--- src/rtl/core/rtcbe_pkg.sv ---
// Types, constants and small functions for the BCD RTC / epoch converter.
// No dependencies; used by the converter and its checker.
package rtcbe_pkg;

  typedef enum logic {
    OP_DECODE = 1'b0,
    OP_ENCODE = 1'b1
  } op_t;

  localparam int unsigned NUM_STG = 6;

  // Register masks and BCD nibble mask
  localparam logic [7:0] MASK_MS  = 8'h7F;
  localparam logic [7:0] MASK_HD  = 8'h3F;
  localparam logic [7:0] MASK_MON = 8'h1F;
  localparam logic [3:0] MASK_NIB = 4'hF;

  // Year register holds year - 1970; valid window 2020..2069
  localparam int unsigned YEAR_BASE = 1970;
  localparam int unsigned YEAR_MIN  = 2020;
  localparam int unsigned YEAR_MAX  = 2069;
  localparam logic [6:0] YOFF_MIN = 7'(YEAR_MIN - YEAR_BASE);
  localparam logic [6:0] YOFF_MAX = 7'(YEAR_MAX - YEAR_BASE);
  localparam logic [7:0] CENT_OFF = 8'(2000 - YEAR_BASE);
  localparam logic [7:0] MAX_HR   = 8'd23;
  localparam logic [7:0] MAX_MS   = 8'd59;
  localparam logic [7:0] MAX_DAY  = 8'd31;
  localparam logic [7:0] MAX_MON  = 8'd12;

  localparam logic [31:0] EPOCH_MIN = 32'd1577836800;  // 2020-01-01
  localparam logic [31:0] EPOCH_END = 32'd3155760000;  // 2070-01-01

  // Days since 1970 of the March-based year 2000, minus one for day-of-month.
  localparam logic [15:0] DAYS_BIAS = 16'd11016;

  // Reciprocals: floor(x/d) = (x*M) >> k, exact over each operand's range
  localparam logic [24:0] RECIP_DAY = 25'd25451659;   // /675 after >>7 (86400)
  localparam logic [15:0] RECIP_CYC = 16'd45934;      // /1461, k=26
  localparam logic [15:0] RECIP_WK  = 16'd37450;      // /7, k=18
  localparam logic [13:0] RECIP_HR  = 14'd9321;       // /225 after >>4 (3600)
  localparam logic [10:0] RECIP_MIN = 11'd1093;       // /15 after >>2 (60)
  localparam logic [7:0]  RECIP_TEN = 8'd205;         // /10, k=11

  // 2020-01-01 was a Wednesday
  localparam logic [14:0] WK_BIAS = 15'd3;

  // Start of years 1..3 within a leap-first four-year cycle
  localparam logic [10:0] YR1_START = 11'd366;
  localparam logic [10:0] YR2_START = 11'd731;
  localparam logic [10:0] YR3_START = 11'd1096;

  typedef struct packed {
    op_t         op;
    logic        ok;
    // decode side
    logic [6:0]  a;
    logic [8:0]  cum;
    logic [4:0]  dday;
    logic [4:0]  dhr;
    logic [5:0]  dmin;
    logic [5:0]  dsec;
    logic [15:0] days;
    logic [16:0] tod;
    logic [31:0] epoch;
    // encode side
    logic [30:0] ep;
    logic [14:0] dd;
    logic [16:0] rem;
    logic [3:0]  cyc;
    logic [2:0]  vlo;
    logic [2:0]  qlo;
    logic [10:0] r;
    logic [2:0]  wd;
    logic [4:0]  hr;
    logic [8:0]  doy;
    logic        leap;
    logic [6:0]  yoff;
    logic [11:0] rem2;
    logic [3:0]  mon;
    logic [4:0]  day;
    logic [5:0]  min;
  } stage_t;

  typedef struct packed {
    logic        ok;
    logic [31:0] epoch;
    logic [6:0]  sec;
    logic [6:0]  min;
    logic [5:0]  hr;
    logic [5:0]  day;
    logic [2:0]  wd;
    logic [4:0]  mon;
    logic [7:0]  yr;
  } out_t;

  function automatic logic [7:0] bcd_dec(input logic [7:0] v);
    logic [7:0] t;
    logic [7:0] u;
    t = {4'b0, v[7:4] & MASK_NIB};
    u = {4'b0, v[3:0] & MASK_NIB};
    return (t << 3) + (t << 1) + u;
  endfunction

  function automatic logic [7:0] bcd_enc(input logic [6:0] v);
    logic [14:0] p;
    logic [3:0]  t;
    logic [3:0]  u;
    p = {8'b0, v} * {7'b0, RECIP_TEN};
    t = p[14:11];
    u = v[3:0] - (t * 4'd10);
    return {t, u};
  endfunction

  // Days before month m, year starting in March
  function automatic logic [8:0] cum_march(input logic [3:0] m);
    logic [8:0] c;
    unique case (m)
      4'd1:    c = 9'd306;
      4'd2:    c = 9'd337;
      4'd3:    c = 9'd0;
      4'd4:    c = 9'd31;
      4'd5:    c = 9'd61;
      4'd6:    c = 9'd92;
      4'd7:    c = 9'd122;
      4'd8:    c = 9'd153;
      4'd9:    c = 9'd184;
      4'd10:   c = 9'd214;
      4'd11:   c = 9'd245;
      4'd12:   c = 9'd275;
      default: c = 9'd0;
    endcase
    return c;
  endfunction

  // Day of year on which month index k (0 = January) starts
  function automatic logic [8:0] month_start(input logic [3:0] k, input logic leap);
    logic [8:0] c;
    unique case (k)
      4'd0:    c = 9'd0;
      4'd1:    c = 9'd31;
      4'd2:    c = 9'd59;
      4'd3:    c = 9'd90;
      4'd4:    c = 9'd120;
      4'd5:    c = 9'd151;
      4'd6:    c = 9'd181;
      4'd7:    c = 9'd212;
      4'd8:    c = 9'd243;
      4'd9:    c = 9'd273;
      4'd10:   c = 9'd304;
      4'd11:   c = 9'd334;
      default: c = 9'd0;
    endcase
    return (k >= 4'd2) ? c + {8'b0, leap} : c;
  endfunction

endpackage

--- src/rtl/core/rtc_bcd_epoch_converter.sv ---
// BCD RTC register <-> Unix epoch converter; uses rtcbe_pkg.
// Pipeline: six stages plus an output register from input request to result.
// Throughput: one request per cycle while the output is not stalled; each stage
// advances when the next one is empty or moving, so bubbles close up behind a stalled output.
// Reset: synchronous active-low rst_n clears every stage valid and out_valid;
// data registers are not reset.
module rtc_bcd_epoch_converter (
  input  logic        clk,
  input  logic        rst_n,
  input  logic        in_valid,
  output logic        in_ready,
  input  logic        in_opcode,
  input  logic [7:0]  in_seconds_reg,
  input  logic [7:0]  in_minutes_reg,
  input  logic [7:0]  in_hours_reg,
  input  logic [7:0]  in_days_reg,
  input  logic [7:0]  in_months_reg,
  input  logic [7:0]  in_years_reg,
  input  logic [31:0] in_epoch_in,
  output logic        out_valid,
  input  logic        out_ready,
  output logic        out_ok,
  output logic [31:0] out_epoch_out,
  output logic [6:0]  out_seconds_bcd,
  output logic [6:0]  out_minutes_bcd,
  output logic [5:0]  out_hours_bcd,
  output logic [5:0]  out_day_bcd,
  output logic [2:0]  out_weekday_bcd,
  output logic [4:0]  out_month_bcd,
  output logic [7:0]  out_year_bcd
);
  import rtcbe_pkg::*;

  // Stage map
  //   S1  decode: mask + BCD decode, range check, March-year offset, month table
  //       encode: range check, offset epoch from 2020-01-01
  //   S2  decode: day count and time of day;  encode: days = ep / 86400
  //   S3  decode: epoch = days*86400 + tod;    encode: seconds of day, 4-year
  //       cycle, weekday quotient
  //   S4  decode: floor check;                 encode: day in cycle, weekday, hours
  //   S5  encode: year in cycle, day of year, seconds within the hour
  //   S6  encode: month / day search, minutes
  //   out seconds, BCD packing, zeroing by opcode and status

  stage_t           stg_r   [1:NUM_STG];
  stage_t           stg_nxt [1:NUM_STG];
  logic [NUM_STG:1] vld_r;
  logic [NUM_STG:1] vld_nxt;
  out_t             out_r;
  out_t             out_nxt;
  logic             out_vld_r;
  logic             out_vld_nxt;

  // adv[k]: stage k loads this cycle; adv[NUM_STG+1] is the output register
  logic [NUM_STG+1:1] adv;

  always_comb begin
    adv[NUM_STG+1] = !out_vld_r || out_ready;
    for (int k = NUM_STG; k >= 1; k--) begin
      adv[k] = !vld_r[k] || adv[k+1];
    end
  end

  assign in_ready = adv[1];

  always_comb begin
    vld_nxt = vld_r;
    out_vld_nxt = out_vld_r;
    if (adv[1]) vld_nxt[1] = in_valid;
    for (int k = 2; k <= NUM_STG; k++) begin
      if (adv[k]) vld_nxt[k] = vld_r[k-1];
    end
    if (adv[NUM_STG+1]) out_vld_nxt = vld_r[NUM_STG];
  end

  // ---------------- datapath ----------------
  always_comb begin
    logic [7:0]  sec8, min8, hr8, day8, mon8, yr8;
    logic        dec_ok, enc_ok, jf;
    logic [48:0] p_day;
    logic [30:0] p_cyc;
    logic [30:0] p_wk;
    logic [14:0] wk_v;
    logic [26:0] p_hr;
    logic [20:0] p_min;
    logic [1:0]  yi;
    logic [8:0]  st [12];
    logic [11:0] ge;
    logic [11:0] sel;
    logic [3:0]  mon;
    logic [8:0]  mst;

    // S1
    sec8 = bcd_dec(in_seconds_reg & MASK_MS);
    min8 = bcd_dec(in_minutes_reg & MASK_MS);
    hr8  = bcd_dec(in_hours_reg & MASK_HD);
    day8 = bcd_dec(in_days_reg & MASK_HD);
    mon8 = bcd_dec(in_months_reg & MASK_MON);
    yr8  = bcd_dec(in_years_reg);
    dec_ok = (yr8 >= {1'b0, YOFF_MIN}) && (yr8 <= {1'b0, YOFF_MAX}) &&
             (mon8 >= 8'd1) && (mon8 <= MAX_MON) &&
             (day8 >= 8'd1) && (day8 <= MAX_DAY) &&
             (hr8 <= MAX_HR) && (min8 <= MAX_MS) && (sec8 <= MAX_MS);
    enc_ok = (in_epoch_in >= EPOCH_MIN) && (in_epoch_in < EPOCH_END);
    jf = (mon8 <= 8'd2);  // Jan/Feb belong to the previous March-based year

    stg_nxt[1]      = '0;
    stg_nxt[1].op   = op_t'(in_opcode);
    stg_nxt[1].ok   = (in_opcode == OP_ENCODE) ? enc_ok : dec_ok;
    stg_nxt[1].a    = 7'(yr8 - CENT_OFF - {7'b0, jf});
    stg_nxt[1].cum  = cum_march(mon8[3:0]);
    stg_nxt[1].dday = day8[4:0];
    stg_nxt[1].dhr  = hr8[4:0];
    stg_nxt[1].dmin = min8[5:0];
    stg_nxt[1].dsec = sec8[5:0];
    stg_nxt[1].ep   = 31'(in_epoch_in - EPOCH_MIN);

    // S2
    stg_nxt[2] = stg_r[1];
    stg_nxt[2].days = DAYS_BIAS + ({9'b0, stg_r[1].a} * 16'd365) +
                      {11'b0, stg_r[1].a[6:2]} + {7'b0, stg_r[1].cum} +
                      {11'b0, stg_r[1].dday};
    stg_nxt[2].tod  = ({12'b0, stg_r[1].dhr} * 17'd3600) +
                      ({11'b0, stg_r[1].dmin} * 17'd60) + {11'b0, stg_r[1].dsec};
    p_day = {25'b0, stg_r[1].ep[30:7]} * {24'b0, RECIP_DAY};
    stg_nxt[2].dd = p_day[48:34];

    // S3
    stg_nxt[3] = stg_r[2];
    stg_nxt[3].epoch = ({16'b0, stg_r[2].days} * 32'd86400) + {15'b0, stg_r[2].tod};
    stg_nxt[3].rem   = stg_r[2].ep[16:0] - ({2'b0, stg_r[2].dd} * 17'd86400);
    p_cyc = {16'b0, stg_r[2].dd} * {15'b0, RECIP_CYC};
    stg_nxt[3].cyc = p_cyc[29:26];
    wk_v = stg_r[2].dd + WK_BIAS;
    p_wk = {16'b0, wk_v} * {15'b0, RECIP_WK};
    stg_nxt[3].vlo = wk_v[2:0];
    stg_nxt[3].qlo = p_wk[20:18];

    // S4
    stg_nxt[4] = stg_r[3];
    if (stg_r[3].op == OP_DECODE && stg_r[3].epoch < EPOCH_MIN) stg_nxt[4].ok = 1'b0;
    stg_nxt[4].r  = stg_r[3].dd[10:0] - ({7'b0, stg_r[3].cyc} * 11'd1461);
    stg_nxt[4].wd = stg_r[3].vlo - (stg_r[3].qlo * 3'd7);
    p_hr = {14'b0, stg_r[3].rem[16:4]} * {13'b0, RECIP_HR};
    stg_nxt[4].hr = p_hr[25:21];

    // S5
    stg_nxt[5] = stg_r[4];
    if (stg_r[4].r < YR1_START) begin
      yi = 2'd0;
      stg_nxt[5].doy = stg_r[4].r[8:0];
    end else if (stg_r[4].r < YR2_START) begin
      yi = 2'd1;
      stg_nxt[5].doy = 9'(stg_r[4].r - YR1_START);
    end else if (stg_r[4].r < YR3_START) begin
      yi = 2'd2;
      stg_nxt[5].doy = 9'(stg_r[4].r - YR2_START);
    end else begin
      yi = 2'd3;
      stg_nxt[5].doy = 9'(stg_r[4].r - YR3_START);
    end
    stg_nxt[5].leap = (yi == 2'd0);
    stg_nxt[5].yoff = YOFF_MIN + {1'b0, stg_r[4].cyc, 2'b0} + {5'b0, yi};
    stg_nxt[5].rem2 = stg_r[4].rem[11:0] - ({7'b0, stg_r[4].hr} * 12'd3600);

    // S6: thermometer compare against month starts, then one-hot select
    stg_nxt[6] = stg_r[5];
    for (int k = 0; k < 12; k++) begin
      st[k] = month_start(4'(k), stg_r[5].leap);
      ge[k] = (stg_r[5].doy >= st[k]);
    end
    mon = '0;
    mst = '0;
    for (int k = 0; k < 12; k++) begin
      sel[k] = (k == 11) ? ge[k] : (ge[k] && !ge[(k == 11) ? 11 : k + 1]);
      mon = mon | ({4{sel[k]}} & 4'(k + 1));
      mst = mst | ({9{sel[k]}} & st[k]);
    end
    stg_nxt[6].mon = mon;
    stg_nxt[6].day = 5'(stg_r[5].doy - mst + 9'd1);
    p_min = {11'b0, stg_r[5].rem2[11:2]} * {10'b0, RECIP_MIN};
    stg_nxt[6].min = p_min[19:14];
  end

  // Output formatting
  always_comb begin
    logic [5:0] sec6;
    logic [7:0] b_sec, b_min, b_hr, b_day, b_mon, b_yr;
    stage_t     s;
    s = stg_r[NUM_STG];
    sec6  = s.rem2[5:0] - (s.min * 6'd60);
    b_sec = bcd_enc({1'b0, sec6});
    b_min = bcd_enc({1'b0, s.min});
    b_hr  = bcd_enc({2'b0, s.hr});
    b_day = bcd_enc({2'b0, s.day});
    b_mon = bcd_enc({3'b0, s.mon});
    b_yr  = bcd_enc(s.yoff);
    out_nxt = '0;
    if (s.ok) begin
      out_nxt.ok = 1'b1;
      if (s.op == OP_ENCODE) begin
        out_nxt.sec = b_sec[6:0];
        out_nxt.min = b_min[6:0];
        out_nxt.hr  = b_hr[5:0];
        out_nxt.day = b_day[5:0];
        out_nxt.wd  = s.wd;
        out_nxt.mon = b_mon[4:0];
        out_nxt.yr  = b_yr;
      end else begin
        out_nxt.epoch = s.epoch;
      end
    end
  end

  // ---------------- registers ----------------
  always_ff @(posedge clk) begin
    if (!rst_n) begin
      vld_r     <= '0;
      out_vld_r <= 1'b0;
    end else begin
      vld_r     <= vld_nxt;
      out_vld_r <= out_vld_nxt;
    end
  end

  always_ff @(posedge clk) begin
    for (int k = 1; k <= NUM_STG; k++) begin
      if (adv[k]) stg_r[k] <= stg_nxt[k];
    end
    if (adv[NUM_STG+1]) out_r <= out_nxt;
  end

  assign out_valid       = out_vld_r;
  assign out_ok          = out_r.ok;
  assign out_epoch_out   = out_r.epoch;
  assign out_seconds_bcd = out_r.sec;
  assign out_minutes_bcd = out_r.min;
  assign out_hours_bcd   = out_r.hr;
  assign out_day_bcd     = out_r.day;
  assign out_weekday_bcd = out_r.wd;
  assign out_month_bcd   = out_r.mon;
  assign out_year_bcd    = out_r.yr;

endmodule

--- config.mk ---
export PLATFORM = sky130hd
export DESIGN_NAME = rtc_bcd_epoch_converter
export DESIGN_NICKNAME = d
export VERILOG_FILES = /design/src/rtl/core/rtcbe_pkg.sv /design/src/rtl/core/rtc_bcd_epoch_converter.sv
export SDC_FILE = /design/constraint.sdc
export NUM_CORES = 2
export LEC_CHECK = 0
export BUFFER_PORTS_ARGS = -buffer_cell sky130_fd_sc_hd__buf_2
export CAP_MARGIN = 20
export CELL_PAD_IN_SITES_DETAIL_PLACEMENT = 1
export CELL_PAD_IN_SITES_GLOBAL_PLACEMENT = 1
export CORE_AREA = 4 4 306 308
export CTS_CLUSTER_SIZE = 10
export DETAILED_ROUTE_END_ITERATION = 7
export DIE_AREA = 0 0 310 312
export PLACE_DENSITY_LB_ADDON = 0.1
export SLEW_MARGIN = 25
export SYNTH_ARGS = -nofsm -noshare
export SYNTH_HDL_FRONTEND = slang
export SYNTH_SLANG_ARGS = --single-unit
--- constraint.sdc ---
create_clock -name clk -period 18.96 [get_ports clk]
set_input_delay 3.792 -clock clk [delete_from_list [all_inputs] [get_ports clk]]
set_output_delay 3.792 -clock clk [all_outputs]
set_load 0.005 [all_outputs]
---- Word-level counts from Yosys, hierarchy flattened ----
Memory sizes are Yosys's and may differ from the RTL's.
Cells that the tools add are included.
storage, ports and cells
  bits in writable memories ............... 1446
  bits in latches ......................... 0
  bits of input ports ..................... 85
  memories ................................ 2
  bits in registers ....................... 82
  output and inout bits ................... 77
  memory bits (read-only) ................. 144
memory list
  memory           depth  bits a word  rd ports  clocked after memory_dff  wr ports  RTL line                       text
  stg_r            6      241          6         0                         6         rtc_bcd_epoch_converter.sv:45  stage_t stg_r [1:NUM_STG];
  (no name shown)  16     9            1         0                         0         rtcbe_pkg.sv:117               unique case (m)
cells by class
  order comparisons ....................... 28
  bitwise logic cells ..................... 33
  mux-type cells .......................... 23
  shift-type cells ........................ 0
  equality and inequality tests ........... 0
  add/sub/neg operators ................... 51
  reductions and logical operators ........ 49
  multipliers ............................. 26
  div/mod/pow operators ................... 0
operators by type and width
  cell                                                                      number
  75-bit two-way mux                                                        1
  9-bit >= comparator                                                       7
  5-bit bitwise AND                                                         10
  5-bit bitwise OR                                                          10
  24-bit by 25-bit multiplier with 49-bit output (second input constant)    1
  42-bit two-way mux                                                        1
  5-bit by 8-bit multiplier with 13-bit output (second input constant)      3
  8-bit by 1-bit adder with 9-bit output (first input constant)             4
  16-bit by 5-bit adder with 16-bit output                                  2
  32-bit by 17-bit adder with 32-bit output                                 1
  32-bit by 31-bit >= comparator with 1-bit output (second input constant)  1
  32-bit by 31-bit < comparator with 1-bit output (second input constant)   1
  32-bit < comparator (second input constant)                               1
  32-bit two-way mux                                                        1
  31-bit subtractor (second input constant)                                 1
  15-bit by 15-bit multiplier with 29-bit output (second input constant)    1
  6-bit by 4-bit adder with 7-bit output                                    4
  6-bit by 8-bit multiplier with 14-bit output (second input constant)      2
  9-bit by 1-bit adder with 9-bit output (first input constant)             3
  9-bit two-way mux                                                         3
  13-bit by 14-bit multiplier with 26-bit output (second input constant)    1
  16-bit by 10-bit multiplier with 25-bit output (second input constant)    1
  4-bit subtractor                                                          6
  1-bit logical AND                                                         21
  71 further kinds                                                          123

---- Longest topological paths before layout ----
An unclocked memory read counts as a cell.
  depth in word-level cells ............... 18
  gate-level depth with buffers ........... 25
  gate-level depth less buffers ........... 25

---- Worst setup path after synthesis ----
OpenSTA, ideal clock, no wires.
  path type ............................... input to output
  start point ............................. input out_ready
  end point ............................... output in_ready
  stages on the path ...................... 5
  data required time ...................... 15.168 ns
  path buffers ............................ 0
  arrival time ............................ 6.002 ns
  path slack .............................. 9.166 ns
  cells stage by stage .................... nor2b_1 -> and3_1 -> and2_1 -> and3_1 -> nand2_1
on the way
  word-level cells in the longest chain between the ends .. 7
RTL lines
  item                            RTL line                       text
  from (decl)                     rtc_bcd_epoch_converter.sv:21  input logic out_ready,
  1-bit logical OR                rtc_bcd_epoch_converter.sv:58  adv[NUM_STG+1] = !out_vld_r || out_ready;
  1-bit logical OR (6 in series)  rtc_bcd_epoch_converter.sv:60  adv[k] = !vld_r[k] || adv[k+1];
  to (decl)                       rtc_bcd_epoch_converter.sv:11  output logic in_ready,
Every way passes these cells.

---- Final worst setup path ----
Ends and elaborated chain as after synthesis.

==> out/results.ini <==
[status]
outcome = finished clean

[hold_path]
hold_path.class = flop to flop
min_to = stg_r[6][172]$_DFFE_PP_
holdCritStartpoint = stg_r[5][172]$_DFFE_PP_
worstHoldPathCells = 0

[global_routing]
antenna_found_initial = 6
grt_max_degree = 76
grt_first_pass_wirelength_um = 182900
grt_use_total_pct = 23.77
grt_remaining_overflow = 0
grt_pass1_vias = 35150

[drt]
firstDrtPassIters = 5
ant_nets = 0
route.vias.total = 30830
drc = 0
drt-total-wl_um = 110100
dr.first_iter.drc_count = 1059
via_per_inst = 5.376
drt-wirelength-per-cell_um = 19.20

[synthesis]
ys.flop_type = edfxtp_1
async_flop_share_pct = 0
synth_fp_nets = 5900
avgSynthCellArea_um2 = 11.52
ys_seq_area_share_pct = 30.25
synth-warning-count = 0
synth_edf_count = 495
postSynthCellCount = 4304
ys_ff_latch = 502
ys_types = 90
netlist_area_mm2 = 0.04959

[sta]
max_freq_mhz = 104.6
setup_viol = 0
rsz0062_at_grt = no
min_period_ns = 9.561
fin_hold_ws_ns = 0.4100
tightestPinTransition_ns = 0.9917
post-route-period-util_pct = 50.43
fin_tns_setup_ns = 0
relSlewSlack_pct = 33.89
finClkSkew_ns = 0.04041
hold_viol_final = 0
slew_viol_final = 0

[setup_path]
cp_cell_sequence = buf_2, nor2b_1, and3_1, and2_1, and3_1, nand2_4, buf_2
start_kind = input pin
worstPathArrival_ns = 5.77
crit_buf_inv = 2
r2r-start = stg_r[1][121]$_DFFE_PP_
cp-end-kind = output pin
r2r_cells = 22
r2r_setup_slack_ns = 11.54
required_ns = 15.17
slowest_delay_ns = 0.51
crit_fanout = 7
crit_slowest_cell = nor2b_1
timing.rr.end = stg_r[2][100]$_DFFE_PP_
crit_family = simple AND/OR/NAND/NOR gates
critical_path_class = input pin to output pin

[die]
rows = 111
core_area_mm2 = 0.09111
die_w_um = 310
ios = 162
initial_utilization_pct = 54.43
die-area_mm2 = 0.09672
die_h_um = 312

[placed_design]
routabilityCongestion = 0.8437
dp_hpwl_um = 91540
portBuffers = 152

[clock_tree]
post_cts.repair.setup_buffers = 0
worstSkewPairLatency_ns = 0.66
clkTransAtPathRegs_ns = 0.06
cts_buffers = 60
cts_root_buf = clkbuf_16
cts_tree = done
clk_path_buf_depth = 3
cts_num_sinks = 502
cts_resized = 0
postCtsHoldBufs = 0
htreeDepth = 2

[final_layout]
layout_common_cells = ha_1 (1050), inv_1 (974), edfxtp_1 (495), fa_1 (461), xnor2_1 (203)
final_layout_size_suffix_gt1_share_pct = 6.353
multi_input_area_mm2 = 0.03087
nFillCells = 9547
areaGrowthSynthToFinish_pct = 8.361
final_nets = 6105
final_common_cell = ha_1
seqCellArea_mm2 = 0.01500

[flow_run]
maxCapViolCount = 0

==> worst max path at each step <==
stage | slack, ns | cells past startpoint | from | end
after floorplan | 9.17 | 5 | out_ready | in_ready
after global placement | 9.67 | 7 | out_ready | in_ready
after detailed placement | 9.59 | 7 | out_ready | in_ready
after CTS | 9.59 | 7 | out_ready | in_ready
after global routing | 9.27 | 7 | out_ready | in_ready
final | 9.40 | 7 | out_ready | in_ready
==> synthesized netlist by cell type, drive strengths merged, types with 7 or more instances <==
library cell  instances  area share (%)
nand3                42            0.42
a31oi                19            0.24
dfxtp                 7            0.28
o21ai                75            0.76
inv                 978             7.4
o31ai                11            0.17
nor2b                32            0.40
a21o                 69             1.0
a21oi               162             1.6
edfxtp              495              30
nand2               112            0.85
o21a                 15            0.23
a2111oi               8            0.19
a41o                  9            0.18
a21boi                9            0.14
fa                  461              19
nor2                125            0.95
nand4                24            0.32
xnor2               203             3.6
a211oi               11            0.19
and3                 33            0.42
and2                 45            0.57
xor2                 67             1.2
ha                 1050              26
clkbuf               18            0.14
nor3                 36            0.42
o211ai               16            0.25
or2                  16            0.20
o21bai               29            0.44
nand2b               14            0.19
==> final cells by class <==
| class | instances | area share [%] |
|---|---|---|
| inverter | 979 | 6.840 |
| clock buffer | 86 | 2.994 |
| clock inverter | 16 | 0.4121 |
| sequential | 502 | 27.92 |
| tap | 1186 | 2.761 |
| antenna | 1 | 0.004656 |
| multi-input combinational | 2799 | 57.44 |
| timing repair buffer | 167 | 1.632 |
==> registers in the layout, indices dropped and copies added (netlist names) <==
| signal | count |
|---|---|
| out_month_bcd | 5 |
| out_epoch_out | 32 |
| out_year_bcd | 8 |
| out_minutes_bcd | 7 |
| vld_r | 6 |
| out_weekday_bcd | 3 |
| out_valid | 1 |
| stg_r | 420 |
| out_day_bcd | 6 |
| out_hours_bcd | 6 |
| out_seconds_bcd | 7 |
| out_ok | 1 |
==> per-stage QoR <==
stage	util [%]	setup WS, ns	std cells	cell area (um^2)
floorplan	-	9.166	4304	49590
global placement	56.95	9.674	5633	51890
detailed placement	56.95	9.593	5633	51890
CTS	58.96	9.587	5735	53720
global route	58.99	9.266	5736	53740
finish	58.99	9.399	5736	53740
==> cells by family after synthesis <==
group,Yosys count,synth area share [%]
buffers and inverters,1003,7.606
AO/OA/AOI/OAI,490,6.590
adder cells (fa/ha/maj),1511,45.10
multiplexers,7,0.1968
XOR/XNOR,272,4.859
flip-flops,502,30.25
AND/OR/NAND/NOR,519,5.394
==> layer usage <==
metal / vias up / track usage, % / share of wire [%]
met1: 15440 / 29.97 / 43
met4: 8 / 5.403 / 2.5
met3: 167 / 2.866 / 3.3
met2: 402 / 43.61 / 51
met5: - / 0 / 0.045
li1: 14820 / - / -
Power is not shown: default switching activity piles up to over one toggle a cycle in this logic, so the estimate is an artifact.
